**src/hdl/ect_pkg.sv**
```systemverilog
// Shared types, constants and duration tables for the encoder countdown timer.
`default_nettype none

package ect_pkg;

  // Number of selectable durations and the width of the selection index.
  localparam int OPTION_COUNT = 7;
  localparam int OPT_IDX_W    = 3;
  localparam logic [OPT_IDX_W-1:0] OPT_LAST = OPT_IDX_W'(OPTION_COUNT - 1);

  localparam logic [9:0]  MS_LAST         = 10'd999;
  localparam logic [5:0]  SEC_LAST        = 6'd59;
  localparam logic [5:0]  MIN_LAST        = 6'd59;
  localparam logic [4:0]  HOUR_LAST       = 5'd23;
  localparam logic [16:0] SECONDS_PER_DAY = 17'd86400;

  // Clock value after reset is noon.
  localparam logic [4:0] RESET_HOURS = 5'd12;

  typedef enum logic [1:0] {
    MODE_STANDBY = 2'd0,
    MODE_SELECT  = 2'd1,
    MODE_COUNT   = 2'd2,
    MODE_DONE    = 2'd3
  } mode_t;

  typedef enum logic [1:0] {
    CFG_CLOCK_START  = 2'd0,
    CFG_DOUBLE_CLICK = 2'd1,
    CFG_BLINK_HALF   = 2'd2
  } cfg_index_t;

  typedef struct packed {
    logic [4:0] hours;
    logic [5:0] minutes;
    logic [5:0] seconds;
  } hms_t;

  typedef struct packed {
    logic busy;
    logic done;
    hms_t hms;
  } load_status_t;

  // Duration of each option in minutes; the eighth entry repeats the longest.
  function automatic logic [7:0] option_minutes(input logic [OPT_IDX_W-1:0] idx);
    logic [7:0] r;
    unique case (idx)
      3'd0: r = 8'd1;
      3'd1: r = 8'd5;
      3'd2: r = 8'd10;
      3'd3: r = 8'd30;
      3'd4: r = 8'd60;
      3'd5: r = 8'd120;
      3'd6: r = 8'd240;
      3'd7: r = 8'd240;
    endcase
    return r;
  endfunction

  // Whole hours of each option's duration.
  function automatic logic [2:0] option_hours(input logic [OPT_IDX_W-1:0] idx);
    logic [2:0] r;
    unique case (idx)
      3'd0, 3'd1, 3'd2, 3'd3: r = 3'd0;
      3'd4:                   r = 3'd1;
      3'd5:                   r = 3'd2;
      3'd6, 3'd7:             r = 3'd4;
    endcase
    return r;
  endfunction

  // Minutes left over after the whole hours of each option's duration.
  function automatic logic [5:0] option_min_part(input logic [OPT_IDX_W-1:0] idx);
    logic [5:0] r;
    unique case (idx)
      3'd0:                   r = 6'd1;
      3'd1:                   r = 6'd5;
      3'd2:                   r = 6'd10;
      3'd3:                   r = 6'd30;
      3'd4, 3'd5, 3'd6, 3'd7: r = 6'd0;
    endcase
    return r;
  endfunction

endpackage

`default_nettype wire

```
**src/hdl/encoder_countdown_timer_top.sv**
```systemverilog
// Top level of the encoder countdown timer: tick processing, state and result register.
//
// Each input transaction is one millisecond tick carrying the sampled encoder A/B levels
// and the push-button level (0 = pressed). Each tick yields exactly one result
// transaction: the display mode, h:m:s, the selected duration and the blink phase.
// Both channels use valid/stall; a transaction moves at a rising edge where valid is
// high and stall is low.
//
// The accepting edge loads the input register; the edge at which the tick advances loads
// the result register, which presents the result.
// Throughput is one tick per cycle unless stalled: the input and result registers are
// separate stages, so a new tick is taken while a result waits. The input side stalls
// only while the clock is loading or when both stages are full and the receiver stalls.
//
// Configuration writes take effect at the edge where cfg_write_en is high. Writing the
// clock start register runs a two-step seconds-to-h:m:s conversion by constant
// reciprocals that holds in_stall high while it runs; the other registers apply at once.
//
// Synchronous active-high reset puts the block in standby showing 12:00:00, with the
// first option selected, the double-click window at 400 ms and the blink half period
// at 500 ms. Both pipeline stages are emptied.
`default_nettype none

module encoder_countdown_timer_top
  import ect_pkg::*;
(
  input  wire logic        clk,
  input  wire logic        rst,
  // Input channel.
  input  wire logic        in_valid,
  output logic             in_stall,
  input  wire logic        enc_a_level,
  input  wire logic        enc_b_level,
  input  wire logic        button_level,
  // Result channel.
  output logic             out_valid,
  input  wire logic        out_stall,
  output logic [1:0]       mode,
  output logic [4:0]       hours,
  output logic [5:0]       minutes,
  output logic [5:0]       seconds,
  output logic [7:0]       chosen_minutes,
  output logic             blink_on,
  // Configuration write port.
  input  wire logic        cfg_write_en,
  input  wire logic [1:0]  cfg_index,
  input  wire logic [16:0] cfg_data
);

  // Input register stage.
  logic in_q_valid;
  logic a_q, b_q, btn_q;
  logic in_accept;
  logic advance;

  // Configuration.
  logic [9:0] dbl_ms;
  logic [9:0] blink_half_ms;

  // Mode flags and selection.
  logic                 standby, standby_next;
  logic                 counting, counting_next;
  logic                 finished, finished_next;
  logic [OPT_IDX_W-1:0] option, option_next;
  logic                 prev_a, prev_a_next;
  logic                 prev_btn, prev_btn_next;
  logic [9:0]           since_press, since_press_next;
  logic [9:0]           since_blink, since_blink_next;
  logic                 blink_phase, blink_phase_next;

  // Time-of-day clock kept directly in h:m:s plus milliseconds.
  logic [9:0] clk_ms, clk_ms_next;
  logic [5:0] clk_s, clk_s_next;
  logic [5:0] clk_m, clk_m_next;
  logic [4:0] clk_h, clk_h_next;

  // Time remaining on the countdown, saturating at zero.
  logic [9:0] cd_ms, cd_ms_next;
  logic [5:0] cd_s, cd_s_next;
  logic [5:0] cd_m, cd_m_next;
  logic [2:0] cd_h, cd_h_next;
  logic [9:0] cd_ms_dec;
  logic [5:0] cd_s_dec;
  logic [5:0] cd_m_dec;
  logic [2:0] cd_h_dec;
  logic       cd_zero, cd_dec_zero;

  logic [9:0] since_press_inc, since_blink_inc;
  logic       press;
  logic       a_rise;

  // Next result.
  mode_t      mode_next;
  logic [4:0] hours_next;
  logic [5:0] minutes_next;
  logic [5:0] seconds_next;
  logic       blink_next;

  load_status_t load_status;

  ect_clock_load u_clock_load (
    .clk           (clk),
    .rst           (rst),
    .start         (cfg_write_en && cfg_index == CFG_CLOCK_START),
    .start_seconds (cfg_data),
    .status        (load_status)
  );

  // Handshake. A tick waits in the input register while the clock is being loaded.
  assign advance   = in_q_valid && !load_status.busy && (!out_valid || !out_stall);
  assign in_stall  = load_status.busy || (in_q_valid && !advance);
  assign in_accept = in_valid && !in_stall;

  always_ff @(posedge clk) begin
    if (rst) begin
      in_q_valid <= 1'b0;
      out_valid  <= 1'b0;
    end else begin
      if (in_accept) begin
        in_q_valid <= 1'b1;
      end else if (advance) begin
        in_q_valid <= 1'b0;
      end
      if (advance) begin
        out_valid <= 1'b1;
      end else if (!out_stall) begin
        out_valid <= 1'b0;
      end
    end
  end

  always_ff @(posedge clk) begin
    if (in_accept) begin
      a_q   <= enc_a_level;
      b_q   <= enc_b_level;
      btn_q <= button_level;
    end
  end

  // Per-tick update.
  always_comb begin
    // Clock advances one millisecond on every tick.
    clk_ms_next = clk_ms;
    clk_s_next  = clk_s;
    clk_m_next  = clk_m;
    clk_h_next  = clk_h;
    if (clk_ms == MS_LAST) begin
      clk_ms_next = 10'd0;
      if (clk_s == SEC_LAST) begin
        clk_s_next = 6'd0;
        if (clk_m == MIN_LAST) begin
          clk_m_next = 6'd0;
          clk_h_next = (clk_h == HOUR_LAST) ? 5'd0 : clk_h + 5'd1;
        end else begin
          clk_m_next = clk_m + 6'd1;
        end
      end else begin
        clk_s_next = clk_s + 6'd1;
      end
    end else begin
      clk_ms_next = clk_ms + 10'd1;
    end

    // Countdown decrements while running, also in standby, and stops at zero.
    cd_zero   = (cd_ms == 10'd0) && (cd_s == 6'd0) && (cd_m == 6'd0) && (cd_h == 3'd0);
    cd_ms_dec = cd_ms;
    cd_s_dec  = cd_s;
    cd_m_dec  = cd_m;
    cd_h_dec  = cd_h;
    if (counting && !cd_zero) begin
      if (cd_ms == 10'd0) begin
        cd_ms_dec = MS_LAST;
        if (cd_s == 6'd0) begin
          cd_s_dec = SEC_LAST;
          if (cd_m == 6'd0) begin
            cd_m_dec = MIN_LAST;
            cd_h_dec = cd_h - 3'd1;
          end else begin
            cd_m_dec = cd_m - 6'd1;
          end
        end else begin
          cd_s_dec = cd_s - 6'd1;
        end
      end else begin
        cd_ms_dec = cd_ms - 10'd1;
      end
    end
    cd_dec_zero = (cd_ms_dec == 10'd0) && (cd_s_dec == 6'd0) &&
                  (cd_m_dec == 6'd0) && (cd_h_dec == 3'd0);
    cd_ms_next = cd_ms_dec;
    cd_s_next  = cd_s_dec;
    cd_m_next  = cd_m_dec;
    cd_h_next  = cd_h_dec;

    since_press_inc = (since_press == 10'h3FF) ? since_press : since_press + 10'd1;
    since_blink_inc = (since_blink == 10'h3FF) ? since_blink : since_blink + 10'd1;

    // A press is a falling edge of the button; a quick second press toggles standby.
    press            = prev_btn && !btn_q;
    prev_btn_next    = btn_q;
    standby_next     = standby ^ (press && (since_press_inc < dbl_ms));
    since_press_next = press ? 10'd0 : since_press_inc;

    counting_next    = counting;
    finished_next    = finished;
    option_next      = option;
    prev_a_next      = prev_a;
    since_blink_next = since_blink_inc;
    blink_phase_next = blink_phase;
    a_rise           = a_q && !prev_a;

    if (!standby_next) begin
      if (!counting && !finished) begin
        // Selecting: each rising edge of A steps the option up or down with wrap.
        if (a_rise) begin
          if (b_q) begin
            option_next = (option == OPT_LAST) ? '0 : option + 1'b1;
          end else begin
            option_next = (option == '0) ? OPT_LAST : option - 1'b1;
          end
        end
        prev_a_next = a_q;
        if (press) begin
          counting_next = 1'b1;
          cd_ms_next    = 10'd0;
          cd_s_next     = 6'd0;
          cd_m_next     = option_min_part(option_next);
          cd_h_next     = option_hours(option_next);
        end
      end else if (counting) begin
        if (press) begin
          counting_next = 1'b0;
        end
        // Expiry wins over a press on the same tick.
        if (cd_dec_zero) begin
          counting_next    = 1'b0;
          finished_next    = 1'b1;
          since_blink_next = 10'd0;
        end
      end else begin
        if (since_blink_inc >= blink_half_ms) begin
          blink_phase_next = !blink_phase;
          since_blink_next = 10'd0;
        end
        if (press) begin
          finished_next = 1'b0;
        end
      end
    end

    // Result fields from the updated state.
    hours_next   = 5'd0;
    minutes_next = 6'd0;
    seconds_next = 6'd0;
    blink_next   = 1'b0;
    priority if (standby_next) begin
      mode_next    = MODE_STANDBY;
      hours_next   = clk_h_next;
      minutes_next = clk_m_next;
      seconds_next = clk_s_next;
    end else if (counting_next) begin
      mode_next    = MODE_COUNT;
      hours_next   = {2'b00, cd_h_next};
      minutes_next = cd_m_next;
      seconds_next = cd_s_next;
    end else if (finished_next) begin
      mode_next  = MODE_DONE;
      blink_next = blink_phase_next;
    end else begin
      mode_next = MODE_SELECT;
    end
  end

  // Control state and configuration.
  always_ff @(posedge clk) begin
    if (rst) begin
      standby       <= 1'b1;
      counting      <= 1'b0;
      finished      <= 1'b0;
      option        <= '0;
      prev_a        <= 1'b1;
      prev_btn      <= 1'b1;
      since_press   <= 10'h3FF;
      since_blink   <= 10'd0;
      blink_phase   <= 1'b0;
      clk_ms        <= 10'd0;
      clk_s         <= 6'd0;
      clk_m         <= 6'd0;
      clk_h         <= RESET_HOURS;
      cd_ms         <= 10'd0;
      cd_s          <= 6'd0;
      cd_m          <= 6'd0;
      cd_h          <= 3'd0;
      dbl_ms        <= 10'd400;
      blink_half_ms <= 10'd500;
    end else begin
      if (advance) begin
        standby     <= standby_next;
        counting    <= counting_next;
        finished    <= finished_next;
        option      <= option_next;
        prev_a      <= prev_a_next;
        prev_btn    <= prev_btn_next;
        since_press <= since_press_next;
        since_blink <= since_blink_next;
        blink_phase <= blink_phase_next;
        cd_ms       <= cd_ms_next;
        cd_s        <= cd_s_next;
        cd_m        <= cd_m_next;
        cd_h        <= cd_h_next;
        clk_ms      <= clk_ms_next;
        clk_s       <= clk_s_next;
        clk_m       <= clk_m_next;
        clk_h       <= clk_h_next;
      end else if (load_status.done) begin
        clk_ms <= 10'd0;
        clk_s  <= load_status.hms.seconds;
        clk_m  <= load_status.hms.minutes;
        clk_h  <= load_status.hms.hours;
      end
      if (cfg_write_en && cfg_index == CFG_DOUBLE_CLICK) begin
        dbl_ms <= cfg_data[9:0];
      end
      if (cfg_write_en && cfg_index == CFG_BLINK_HALF) begin
        blink_half_ms <= cfg_data[9:0];
      end
    end
  end

  // Result register.
  always_ff @(posedge clk) begin
    if (advance) begin
      mode           <= mode_next;
      hours          <= hours_next;
      minutes        <= minutes_next;
      seconds        <= seconds_next;
      chosen_minutes <= option_minutes(option_next);
      blink_on       <= blink_next;
    end
  end

  // Running and finished never hold together.
  a_flags_exclusive: assert property (@(posedge clk) disable iff (rst)
    !(counting && finished))
    else $error("counting and finished flags both set");

  // The time-of-day counters stay within a day.
  a_clock_range: assert property (@(posedge clk) disable iff (rst)
    clk_ms <= MS_LAST && clk_s <= SEC_LAST && clk_m <= MIN_LAST && clk_h <= HOUR_LAST)
    else $error("time-of-day clock out of range");

  // The countdown digits stay in range and never exceed the longest duration.
  a_countdown_range: assert property (@(posedge clk) disable iff (rst)
    cd_ms <= MS_LAST && cd_s <= SEC_LAST && cd_m <= MIN_LAST &&
    (cd_h < 3'd4 || (cd_h == 3'd4 && cd_m == 6'd0 && cd_s == 6'd0 && cd_ms == 10'd0)))
    else $error("countdown value out of range");

  // A new result only appears when a tick was waiting in the input register.
  a_result_from_tick: assert property (@(posedge clk) disable iff (rst)
    $rose(out_valid) |-> $past(in_q_valid) && !$past(load_status.busy))
    else $error("result produced without a pending tick");

endmodule

`default_nettype wire

```
**src/hdl/ect_clock_load.sv**
```systemverilog
// Converts a loaded second-of-day value into hours, minutes and seconds.
`default_nettype none

module ect_clock_load
  import ect_pkg::*;
(
  input  wire logic         clk,
  input  wire logic         rst,
  input  wire logic         start,
  input  wire logic [16:0]  start_seconds,
  output load_status_t      status
);

  localparam logic [1:0] HOUR_STEP = 2'd0;
  localparam logic [1:0] MIN_STEP  = 2'd1;
  localparam logic [1:0] DONE_STEP = 2'd2;

  // ceil(2^20 / 225): exact quotient for every dividend below 5400.
  localparam logic [24:0] HOUR_RECIP = 25'd4661;
  // ceil(2^14 / 15): exact quotient for every dividend below 900.
  localparam logic [19:0] MIN_RECIP  = 20'd1093;

  logic        busy;
  logic [1:0]  step;
  logic [16:0] rem;
  logic [4:0]  hrs;
  logic [5:0]  mins;
  logic [24:0] hour_prod;
  logic [4:0]  hour_q;
  logic [16:0] hour_secs;
  logic [19:0] min_prod;
  logic [5:0]  min_q;
  logic [11:0] min_secs;

  // Division by 3600 and by 60 through constant reciprocals. Dividing by 3600 is the
  // same as dropping four bits and dividing by 225; dividing by 60 is dropping two bits
  // and dividing by 15. Hours are taken in the first step, minutes in the second.
  always_comb begin
    hour_prod = 25'(rem[16:4]) * HOUR_RECIP;
    hour_q    = hour_prod[24:20];
    hour_secs = 17'(hour_q) * 17'd3600;
    min_prod  = 20'(rem[11:2]) * MIN_RECIP;
    min_q     = min_prod[19:14];
    min_secs  = 12'(min_q) * 12'd60;
  end

  always_ff @(posedge clk) begin
    if (rst) begin
      busy <= 1'b0;
    end else if (start) begin
      busy <= 1'b1;
    end else if (busy && step == DONE_STEP) begin
      busy <= 1'b0;
    end
  end

  always_ff @(posedge clk) begin
    if (start) begin
      step <= HOUR_STEP;
      hrs  <= 5'd0;
      mins <= 6'd0;
      if (start_seconds >= SECONDS_PER_DAY) begin
        rem <= start_seconds - SECONDS_PER_DAY;
      end else begin
        rem <= start_seconds;
      end
    end else if (busy) begin
      if (step == HOUR_STEP) begin
        hrs  <= hour_q;
        rem  <= rem - hour_secs;
        step <= MIN_STEP;
      end else if (step == MIN_STEP) begin
        mins <= min_q;
        rem  <= rem - {5'd0, min_secs};
        step <= DONE_STEP;
      end
    end
  end

  assign status.busy        = busy;
  assign status.done        = busy && (step == DONE_STEP);
  assign status.hms.hours   = hrs;
  assign status.hms.minutes = mins;
  assign status.hms.seconds = rem[5:0];

endmodule

`default_nettype wire
```
**config.mk**
```make
export PLATFORM = sky130hd
export DESIGN_NAME = encoder_countdown_timer_top
export DESIGN_NICKNAME = d
export VERILOG_FILES = /design/src/hdl/ect_pkg.sv /design/src/hdl/encoder_countdown_timer_top.sv /design/src/hdl/ect_clock_load.sv
export SDC_FILE = /design/constraint.sdc
export NUM_CORES = 1
export LEC_CHECK = 0
export ABC_AREA = 1
export BUFFER_PORTS_ARGS = -buffer_cell sky130_fd_sc_hd__buf_2
export CORE_MARGIN = 1
export CORE_UTILIZATION = 45
export CTS_CLUSTER_SIZE = 30
export DETAILED_ROUTE_END_ITERATION = 10
export PLACE_DENSITY = 0.61
export SLEW_MARGIN = 30
export SYNTH_ARGS = -nofsm -noshare
export SYNTH_HDL_FRONTEND = slang
export SYNTH_HIERARCHICAL = 1
export SYNTH_SLANG_ARGS = --single-unit
```
**constraint.sdc**
```tcl
create_clock -name clk -period 7.08 [get_ports clk]
set_clock_uncertainty 0.15 [all_clocks]
set_input_delay 0.708 -clock clk [delete_from_list [all_inputs] [get_ports clk]]
set_output_delay 0.708 -clock clk [all_outputs]
set_load 0.05 [all_outputs]
```
### Word level (Yosys, flattened, before mapping)

Memories as Yosys holds them, arrays and structs flattened. A register that Yosys moved wholly into a read port is not among the register bits.
Cells that the tools add are included.

| word-level totals | value |
|---|---|
| register bits after elaboration | 157 |
| latch bits | 0 |
| memory bits (writable) | 0 |
| bits in read-only memories | 128 |
| input port bits | 27 |
| output and inout port bits | 30 |
| logic and storage cells | 227 |
| memories | 3 |

Memories:

| name | words | width | rd ports | clocked after memory_dff | wr ports | RTL line | RTL |
|---|---|---|---|---|---|---|---|
| (no name shown) | 8 | 8 | 1 | 1 | 0 | ect_pkg.sv:48 | `unique case (idx)` |
| (no name shown) | 8 | 5 | 1 | 0 | 0 | ect_pkg.sv:76 | `unique case (idx)` |
| (no name shown) | 8 | 3 | 1 | 0 | 0 | ect_pkg.sv:64 | `unique case (idx)` |

| cells by class | value |
|---|---|
| $add $sub $neg | 15 |
| multipliers | 4 |
| divide/modulo/power cells | 0 |
| magnitude comparators | 3 |
| equal/unequal tests | 12 |
| shift-type cells | 0 |
| mux-type cells | 95 |
| bitwise gates (word level) | 4 |
| reduce and logical (&&, ||, !) cells | 56 |

Operators with widths:

| kind | number |
|---|---|
| $mux W10 | 16 |
| $mux W6 | 26 |
| $mux W17 | 5 |
| $mux W3 | 16 |
| $mux W5 | 7 |
| $add A10 B1 Y10 const B | 3 |
| $eq A10 B10 Y1 const B | 3 |
| $mul A13 B13 Y25 const B | 1 |
| $logic_not A6 Y1 | 4 |
| $mux W1 | 21 |
| $logic_not A10 Y1 | 2 |
| $mul A10 B11 Y20 const B | 1 |
| $logic_and A1 B1 Y1 | 19 |
| $ge A17 B17 Y1 const B | 1 |
| $sub A17 B12 Y17 | 1 |
| $sub A17 B17 Y17 | 1 |
| $sub A17 B17 Y17 const B | 1 |
| $mul A5 B8 Y13 const B | 1 |
| $add A6 B1 Y6 const B | 2 |
| $eq A6 B6 Y1 const B | 2 |
| $sub A6 B1 Y6 const B | 2 |
| $logic_not A1 Y1 | 11 |
| $ge A10 B10 Y1 | 1 |
| $lt A10 B10 Y1 | 1 |
| other kinds (22) | 41 |

### Depth between registers and ports, before layout

Gate-level depths: netlist (run 1).

| depth | value |
|---|---|
| depth after elaboration | 17 |
| depth in mapped cells | 42 |
| gate-level depth less buffers | 42 |

### Cells and area by module

Netlist (run 1), hierarchy kept.

By module, submodules not included:

| module | instances | cells each | area each (µm²) | seq. area each (µm²) |
|---|---|---|---|---|
| encoder_countdown_timer_top | 1 | 1180 | 8179.1 | 2992.9 |
| ect_clock_load | 1 | 1108 | 7967.6 | 790.8 |

### Worst setup path before layout (run 1)

Ideal clock, no wire load.

| timing path | value |
|---|---|
| path kind | flip-flop to flip-flop |
| from | register u_clock_load.rem[15] |
| to | register u_clock_load.rem[16] (data pin) |
| library setup time | 253 ps |
| arrival | 6584 ps |
| data required time | 6677 ps |
| slack | 93 ps |
| cell stages (with the launch flop) | 35 |
| buffers on the path | 0 |
| clock period less this slack | 6987 ps |
| cell sequence | edfxtp_1 inv_1 ha_1 ha_1 fa_1 fa_1 inv_1 fa_1 inv_1 ha_1 a21oi_1 a21boi_0 nand2_1 nand2_1 nand3_1 nand2_1 nand2_1 fa_1 ha_1 ha_1 ha_1 a21oi_1 nand2_1 xnor2_1 ha_1 nand2_1 nor2_1 nand2_1 nor2_1 nand3b_1 nand2_1 nand3_1 nand2_1 nand2_1 nand2_1 |

| between the ends | value |
|---|---|
| cells in the longest elaborated chain, start to end | 6 |
| elaborated cells on any way between the ends | 8 |
| classes of those cells | add/sub: 2; mul: 2; mux: 4 |

Ends and longest elaborated chain:

| what | RTL line | RTL |
|---|---|---|
| start, declared | ect_clock_load.sv:25 | `logic [16:0] rem;` |
| start signal, assigned | ect_clock_load.sv:63 | `rem <= start_seconds - SECONDS_PER_DAY;` |
| start signal, assigned | ect_clock_load.sv:65 | `rem <= start_seconds;` |
| start signal, assigned | ect_clock_load.sv:70 | `rem <= rem - hour_secs;` |
| $mul A13 B13 Y25 | ect_clock_load.sv:39 | `hour_prod = 25'(rem[16:4]) * HOUR_RECIP;` |
| $mul A5 B8 Y13 | ect_clock_load.sv:41 | `hour_secs = 17'(hour_q) * 17'd3600;` |
| $sub A17 B17 Y17 | ect_clock_load.sv:70 |  |
| $mux W17 * | ect_clock_load.sv:68 | `if (step == HOUR_STEP) begin` |
| $mux W17 * | ect_clock_load.sv:67 | `end else if (busy) begin` |
| $mux W17 * | ect_clock_load.sv:58 | `if (start) begin` |

Mark *: on every way between the ends. The rest lies on a longest branch, timed or not. The select of a mux whose other input is x is not followed.
A chain may end at the register's enable or synchronous reset.

### Worst setup path in the final report (run 1)

| timing path | value |
|---|---|
| from | register u_clock_load.rem[9] |
| to | register u_clock_load.rem[15] (data pin) |

| between the ends | value |
|---|---|
| cells in the longest elaborated chain, start to end | 7 |
| elaborated cells on any way between the ends | 10 |
| classes of those cells | add/sub: 2; mul: 4; mux: 4 |

Ends and longest elaborated chain:

| what | RTL line |
|---|---|
| parallel branches: the longest is 4 deep, another holds $mul A13 B13 Y25 | - |
| $mux W17 * | ect_clock_load.sv:68 |
| $mux W17 * | ect_clock_load.sv:67 |
| $mux W17 * | ect_clock_load.sv:58 |

Every way passes the cells marked *. The select of a mux whose other input is x is not followed.

==> results of run 1 <==
-- area by class of cell --
cell class                      count  area, um^2  share of cell area (%)
Clock buffer                       20         447                    2.32
Tap cell                          461         577                    2.99
Multi-Input combinational cell   1687       11600                    60.3
Timing Repair Buffer              180        1280                    6.63
Inverter                          381        1430                    7.44
Clock inverter                     12         140                   0.727
Sequential cell                   165        3780                    19.6
-- through the flow --
| stage | hold slack [ps] | instances | setup slack (ps) | setup TNS, ps |
|---|---|---|---|---|
| after detailed placement | 300 | 2841 | -132 | -326 |
| final | 294 | 2906 | 173 | 0 |
| after global placement | 299 | 2841 | -40.4 | -66.4 |
| after floorplan | 277 | 2288 | 92.9 | 0 |
| after global routing | 281 | 2906 | -171 | -681 |
| after CTS | 276 | 2874 | 0.0497 | 0 |
-- critical path, delay by kind of cell (launching register included) --
kind / cells / cell delay (ps)
adder cells (fa/ha/maj): 9 / 3100
AND/OR/NAND/NOR: 16 / 1470
AO/OA/AOI/OAI: 4 / 620
flip-flops: 1 / 500
buffers and inverters: 7 / 500
XOR/XNOR: 2 / 320
-- registers in the layout, summed over array words and instances, names as in the netlist, 3 cells and up --
signal	flops
cd_h	3
u_clock_load/rem	17
cd_ms	10
cd_m	6
hours	5
clk_h	5
clk_ms	10
chosen_minutes	8
since_blink	10
clk_m	6
clk_s	6
since_press	10
u_clock_load/hrs	5
seconds	6
option	3
u_clock_load/mins	6
cd_s	6
blink_half_ms	10
minutes	6
dbl_ms	10
-- cells in the mapped netlist, drive strengths merged --
master	number
nand2	573
inv	380
ha	222
nor2	185
a21oi	158
nand3	156
dfxtp	117
o21ai	113
fa	53
edfxtp	48
nand4	36
nor3	33
xor2	33
clkbuf	32
o211ai	28
buf	23
xnor2	19
a31oi	13
a22oi	10
a21o	7
nand3b	7
o21bai	6
nor4	5
a221oi	4
o21a	4
o22ai	4
or2	4
a211oi	3
o221ai	3
a21boi	2
and3	2
o221a	2
o31ai	2
clkinv	1
-- routing by layer --
metal  share of wire (%)  vias up  global-route usage [%]
li1                    -     7772                       -
met1                  49     7048                    33.8
met2                  46      286                    39.5
met3                 3.7       29                    2.50
met4                 1.1        0                    4.12
met5                   0        -                       0
-- kinds of logic after synthesis --
logic type / count (synthesis) / share of synthesized area [%]
XOR/XNOR: 52 / 2.87
AND/OR/NAND/NOR: 1001 / 26.8
adder cells (fa/ha/maj): 275 / 23.8
AO/OA/AOI/OAI: 359 / 12.6
flip-flops: 165 / 23.4
buffers and inverters: 436 / 10.6
-- how the worst max path moves through the flow --
stage / startpoint / to / slack (ps) / cells past startpoint
after floorplan: u_clock_load/rem[15] / u_clock_load/rem[16] / 90 / 34
after global placement: u_clock_load/rem[11] / u_clock_load/rem[16] / -40 / 37
after detailed placement: u_clock_load/rem[11] / u_clock_load/rem[16] / -130 / 37
after CTS: u_clock_load/rem[12] / u_clock_load/rem[16] / 0.05 / 36
after global routing: u_clock_load/rem[9] / u_clock_load/rem[15] / -170 / 37
final: u_clock_load/rem[9] / u_clock_load/rem[15] / 170 / 38
-- what timing repair did --
action                                  in CTS  in global routing
endpoints found under the setup margin       5                 10
resized for setup                           15                189
gates cloned                                 0                  0
setup buffers                                1                 33
pin swaps                                    7                123
==> impl_metrics.ini, run 1 <==
[outcome]
status = finished clean

[placement]
port_buffers = 56
routabilityCongestion = 0.920
hpwl_um = 33600
postPlaceCellArea_um2 = 17400

[finish]
syn_to_final_growth_pct = 19.4
utilization_pct = 54.5
layout-drive-gt1-share_pct = 17.3
nNetsFinal = 2734
final_cell_area_um2 = 19300
final_cell_mix = 527 x nand2_1, 347 x inv_1, 171 x ha_1
fillers = 3382
diodes = 0
final_common_cell = nand2_1

[clocking]
cts.path.max_buffers = 2
cts_tree = built
clock_sinks = 165
clk-insertion-delay-late_ps = 440
cts-root-buf = clkbuf_16
cts-buffers-inserted = 17
h-tree-depth = 4
cts-hold-fix-buffers = 0
clkTransAtPathRegs_ps = 70

[critical_path]
crit_fanout = 4
r2r_slack_ps = 170
rr_worst_depth = 38
crit_path_start_kind = flop
slowest_stage = fa_2
required_ps = 7130
path_class = flop to flop
regToRegEndpoint = u_clock_load/rem[15]
end_kind = flop
max_stage_delay_ps = 590
crit_arrival_ps = 6950
worstReg2RegStart = u_clock_load/rem[9]

[drt]
drc_errors = 0
detail-route-antenna-nets = 0
vias = 15100
avgViaCountPerCell = 5.21
totalWireLength_um = 43900
routedWlPerCell_um = 15.1
drt-initial-drc-count = 909
drt_pre_antenna_iters = 5

[floorplanning]
coreArea_um2 = 35400
io_pins = 57
die_h_um = 191
die_w_um = 191
num_rows = 69
start_util_pct = 45.6
dieArea_um2 = 36600

[yosys]
yosysUniqueCellTypes = 52
ys_seq_elements = 165
seq_area_frac_synth_pct = 23.4
syn_inst = 2288
synth_area_leaders = ha_1 17%, dfxtp_1 15%, nand2_1 13%
avgSynthCellArea_um2 = 7.06
ys_warn_count = 6
synthesis.nets = 2590
syn_area_um2 = 16100
synth_top_area_share_pct = 17.2
yosysTopAreaCell = ha_1

[timing]
slew_viol_final = 0
max_clock_freq_mhz = 145
tightest_slew_ps = 940
period_share_pct = 97.6
slew_headroom_pct = 37.1
rsz0062_at_grt = true
fin_crit_ps = 6910
finalHoldViolations = 0
setup_viol = 0

[run]
drv_cap = 0

[grt]
grt_overflow_total = 0
grt_pass1_wl_um = 70400
grt_use_total_pct = 23.9
grt_start_max_net_pins = 61
antenna_found_initial = 0
grt_pass1_vias = 14100

[hold_path]
worstHoldPathType = input port to flop
min_to = b_q
min_path_cells = 1
hp-start = enc_b_level
Power of run 1 is left out: the tool's default activity adds up to more than one toggle a clock period on the data nets, which glitch-free logic cannot reach.
==> run 2: changes to the inputs <==
PLACE_DENSITY = 0.59   (was 0.61)
SYNTH_HIERARCHICAL = unset   (was 1)
clock period = 6.4 ns   (was 7.08 ns; I/O delays follow)
==> run 2 against run 1 <==
Compared with the run above: the flow now finishes with violations (setup timing); non-clock buffer count grew 40; via count shrank 9.2%; design area shrank 5.9%; critical path depth shrank 2; sequential share of layout area grew 1.2 points; register-to-register slack lost 960 ps; largest cell class unchanged.
==> impl_metrics.ini, run 2 <==
[outcome]
status = complete, but fails checks
violations = setup timing

[grt]
grt_start_max_net_pins = 79
top_usage_layer = met2
grt_use_total_pct = 23.9
grt_pass1_vias = 13400
use_met3_pct = 2.87
antenna_found_initial = 0
grt_overflow_total = 0
use_met2_pct = 40.1
grtUsageMet1_pct = 33.0
grt_pass1_wl_um = 65300

[critical_path]
required_ps = 6430
crit_arrival_ps = 7220
crit_path_start_kind = flop
path_class = flop to flop
crit_fanout = 5
max_stage_delay_ps = 520
end_kind = flop
slowest_stage = fa_1

[yosys]
syn_inst = 2017
synth_edf_count = 48
synth_common_cells = 391 x nand2_1, 344 x inv_1, 223 x ha_1, 155 x a21oi_1, 144 x nor2_1
seq_area_frac_synth_pct = 25.2
yosys.cell_count.top_type = nand2_1
synthFlopType = dfxtp_1
ys_warn_count = 0
ys_seq_elements = 165
yosysTopAreaCell = ha_1
avgSynthCellArea_um2 = 7.46
synthArstFlopShare_pct = 0
yosysUniqueCellTypes = 55
syn_area_um2 = 15000
synthesis.nets = 2321
synth_top_area_share_pct = 18.5
synth_area_leaders = ha_1 19%, dfxtp_1 16%, nand2_1 9.8%

[drt]
drt-initial-drc-count = 682
drt_pre_antenna_iters = 4
avgViaCountPerCell = 5.15
drc_errors = 0
vias = 13700
totalWireLength_um = 39300
routedWlPerCell_um = 14.7
detail-route-antenna-nets = 0

[timing]
slew_viol_final = 0
period_share_pct = 112
tns_ps = -6750
setup_ws_ps = -786
tightest_slew_ps = 900
max_clock_freq_mhz = 139
fin_crit_ps = 7190
rsz0062_at_grt = true
slew_headroom_pct = 40.0
setup_viol = 11
finalHoldViolations = 0

[clocking]
cts-buffers-inserted = 17
cts-root-buf = clkbuf_16
h-tree-depth = 4
clkTransAtPathRegs_ps = 70
clock_sinks = 165
cts_tree = built
clk-insertion-delay-late_ps = 430
cts.path.max_buffers = 2

[floorplanning]
dieArea_um2 = 34200
die_h_um = 185
coreArea_um2 = 32700
start_util_pct = 46.0
die_w_um = 185
num_rows = 66
io_pins = 57

[finish]
layout-drive-gt1-share_pct = 18.4
register_area_um2 = 3780
syn_to_final_growth_pct = 20.7
regMostFlops = u_clock_load.rem
final_common_cell = nand2_1
final_cell_mix = 376 x nand2_1, 327 x inv_1, 197 x ha_1
nNetsFinal = 2519
diodes = 0
largest_reg_flops = 17
fillers = 3149
multi_input_area_um2 = 10400

[placement]
hpwl_um = 30500
routabilityCongestion = 0.901
port_buffers = 56

[hold_path]
worstHoldPathType = input port to flop

[run]
drv_cap = 0
## run 2: cell count changes after synthesis, moves of 7 or more
cell     before  now
or2_2         2   10
nor2_1      177  144
nand4_1      36   26
nor4_1        3   10
buf_4        10    3
nand3_1     152   93
o21ai_0     100  122
nand2_1     558  391
xor2_1       32   41
inv_1       375  344
## run 2: cell type report
class,count,area share (%)
clock buffer,22,2.56
clock inverter,10,0.655
inverter,355,7.35
multi-input combinational,1456,57.1
sequential,165,20.8
tap,442,3.05
timing repair buffer,220,8.47
## run 2: worst paths after layout
check | startpoint | end | slack (ps) | cells after the start
max | u_clock_load.rem[11] | u_clock_load.rem[13] | -790 | 36
max reg2reg | u_clock_load.rem[11] | u_clock_load.rem[13] | -790 | 36
min reg2reg | dbl_ms[6] | dbl_ms[6] | 320 | 2
min | button_level | btn_q | 230 | 1
## run 2: per-layer routing
layer	part of all wire [%]	vias to the layer above
li1	-	7058
met1	49	6398
met2	46	255
met3	3.8	28
met4	1.2	0
met5	0	-
## run 2: kinds of logic (layout without fill, tap and decap cells)
logic type | after synthesis | count (layout) | synth area share, %
AOI/OAI and AO/OA | 381 | 381 | 14.3
xor gates and xnor gates | 56 | 56 | 3.26
adders and majority gates | 277 | 277 | 25.7
buffers and inverters | 396 | 607 | 10.1
DFF | 165 | 165 | 25.2
muxes | 2 | 2 | 0.150
and+or+nand+nor | 740 | 740 | 21.4
## run 2: metrics by stage
step	area (um^2)	setup slack (ps)	std cells	hold WS, ps	utilization [%]
finish	18200	-786	2670	229	55.5
floorplan	15300	-482	2017	285	-
detailed placement	17100	-946	2623	300	52.4
CTS	18000	-674	2664	217	55.0
global placement	17100	-854	2623	303	52.4
global route	18200	-1160	2670	215	55.5
## run 2: critical path: cells and delay by family, from the launching register on
| family | cells | cell delay [ps] |
|---|---|---|
| AO/OA/AOI/OAI | 9 | 1180 |
| XOR/XNOR | 2 | 230 |
| adder cells (fa/ha/maj) | 9 | 3320 |
| buffers and inverters | 8 | 710 |
| flip-flops | 1 | 470 |
| AND/OR/NAND/NOR | 8 | 880 |
## run 2: what timing repair did
item                                    4_1_cts  5_1_grt
hold buffers                                  0        0
resized for setup                            50       29
pin swaps                                    68       29
setup buffers                                12        6
endpoints found under the setup margin       11       12
Power of run 2 is left out for the same reason.
==> run 3: changes to the inputs <==
CORE_MARGIN = 4   (was 1)
==> run 3 against run 2 <==
Compared with the run above: the run still ends with setup timing left; highest routed layer unchanged; critical path depth fell by 1; non-clock buffer count rose by 13; critical endpoint is now u_clock_load.rem[15]; sequential share of layout area fell by 0.13 points.
==> impl_metrics.ini, run 3 (synthesized netlist as in run 2, its figures left out) <==
[placement]
placed_cells = 2627
hpwl_um = 30800
port_buffers = 56
routabilityCongestion = 0.889

[critical_path]
end_kind = flop
required_ps = 6560
crit_path_start_kind = flop
crit_arrival_ps = 7310
path_class = flop to flop
crit_fanout = 4
slowest_stage = fa_1
max_stage_delay_ps = 550
worstReg2RegStart = u_clock_load.rem[9]
crit_path_start = u_clock_load.rem[9]

[finish]
regMostFlops = u_clock_load.rem
largest_reg_flops = 17
fillers = 3106
final_cell_mix = 380 x nand2_1, 330 x inv_1, 195 x ha_1
syn_to_final_growth_pct = 21.4
final_common_cell = nand2_1
layout-drive-gt1-share_pct = 19.0
nNetsFinal = 2532
diodes = 0
stdcell_count = 2683

[floorplanning]
num_rows = 66
start_util_pct = 45.9
dieArea_um2 = 36400
die_w_um = 191
io_pins = 57
die_h_um = 191
coreArea_um2 = 32800

[grt]
grt_overflow_total = 0
grt_pass1_vias = 13500
grt_pass1_wl_um = 65100
grt_use_total_pct = 21.8
grt_start_max_net_pins = 79
antenna_found_initial = 0

[drt]
avgViaCountPerCell = 5.13
drc_errors = 0
totalWireLength_um = 39100
vias = 13800
routedWlPerCell_um = 14.6
drt-initial-drc-count = 800
detail-route-antenna-nets = 0
drt_pre_antenna_iters = 5

[timing]
max_clock_freq_mhz = 140
tightest_slew_ps = 914
setup_ws_ps = -752
slew_viol_final = 0
slew_headroom_pct = 39.0
finalHoldViolations = 0
fin_crit_ps = 7150
setup_viol = 11
period_share_pct = 112
rsz0062_at_grt = true

[clocking]
cts.path.max_buffers = 2
clk-insertion-delay-late_ps = 440
clkTransAtPathRegs_ps = 70
h-tree-depth = 4
cts_tree = built
cts-hold-fix-buffers = 0
cts-buffers-inserted = 17
cts-root-buf = clkbuf_16
clock_sinks = 165

[hold_path]
worstHoldPathType = input port to flop
hp-start = button_level

[run]
drv_cap = 0

[outcome]
violations = setup timing
status = complete, but fails checks
-- run 3: path summary, 6_finish.rpt --
path / endpoint / slack, ps / depth (start not counted)
setup / recovery: u_clock_load.rem[15] / -750 / 35
hold / removal: btn_q / 230 / 1
setup reg to reg: u_clock_load.rem[15] / -750 / 35
hold reg to reg: blink_half_ms[3] / 320 / 2
-- run 3: area by class of cell --
cell class | count | area (um^2) | share of cell area [%]
inverter | 355 | 1340 | 7.31
sequential | 165 | 3780 | 20.7
multi-input combinational | 1456 | 10400 | 56.7
tap | 442 | 553 | 3.03
timing repair buffer | 233 | 1630 | 8.93
clock inverter | 14 | 148 | 0.808
clock buffer | 18 | 450 | 2.47
-- run 3: timing repair --
item / CTS / global route
gates cloned: 0 / 0
setup buffers: 15 / 10
pin swaps: 57 / 33
endpoints found under the setup margin: 11 / 12
resized for setup: 47 / 27
-- run 3: layer usage --
layer	vias up	GRT usage, %	part of all wire, %
li1	7086	-	-
met1	6394	29.7	48
met2	248	37.6	48
met3	41	2.44	3.3
met4	0	4.50	1.4
met5	-	0	0
-- run 3: critical path: cells and delay by family, from the launching register on --
kind            cells  cell delay [ps]
simple gates       10              950
fa+ha+maj          11             3820
compound gates      8             1230
flops               1              390
buf+inv             6              480
-- run 3: through the flow --
step / TNS (ps) / cell area [um^2] / worst slack (ps) / hold slack, ps / util, %
after floorplan: -2070 / 15300 / -482 / 285 / -
after global placement: -5760 / 17200 / -701 / 305 / 52.3
after detailed placement: -6820 / 17200 / -845 / 310 / 52.3
after CTS: -5160 / 18100 / -677 / 213 / 55.1
after global routing: -9380 / 18300 / -1150 / 215 / 55.7
final: -5630 / 18300 / -752 / 234 / 55.7
Power of run 3 is left out for the same reason.
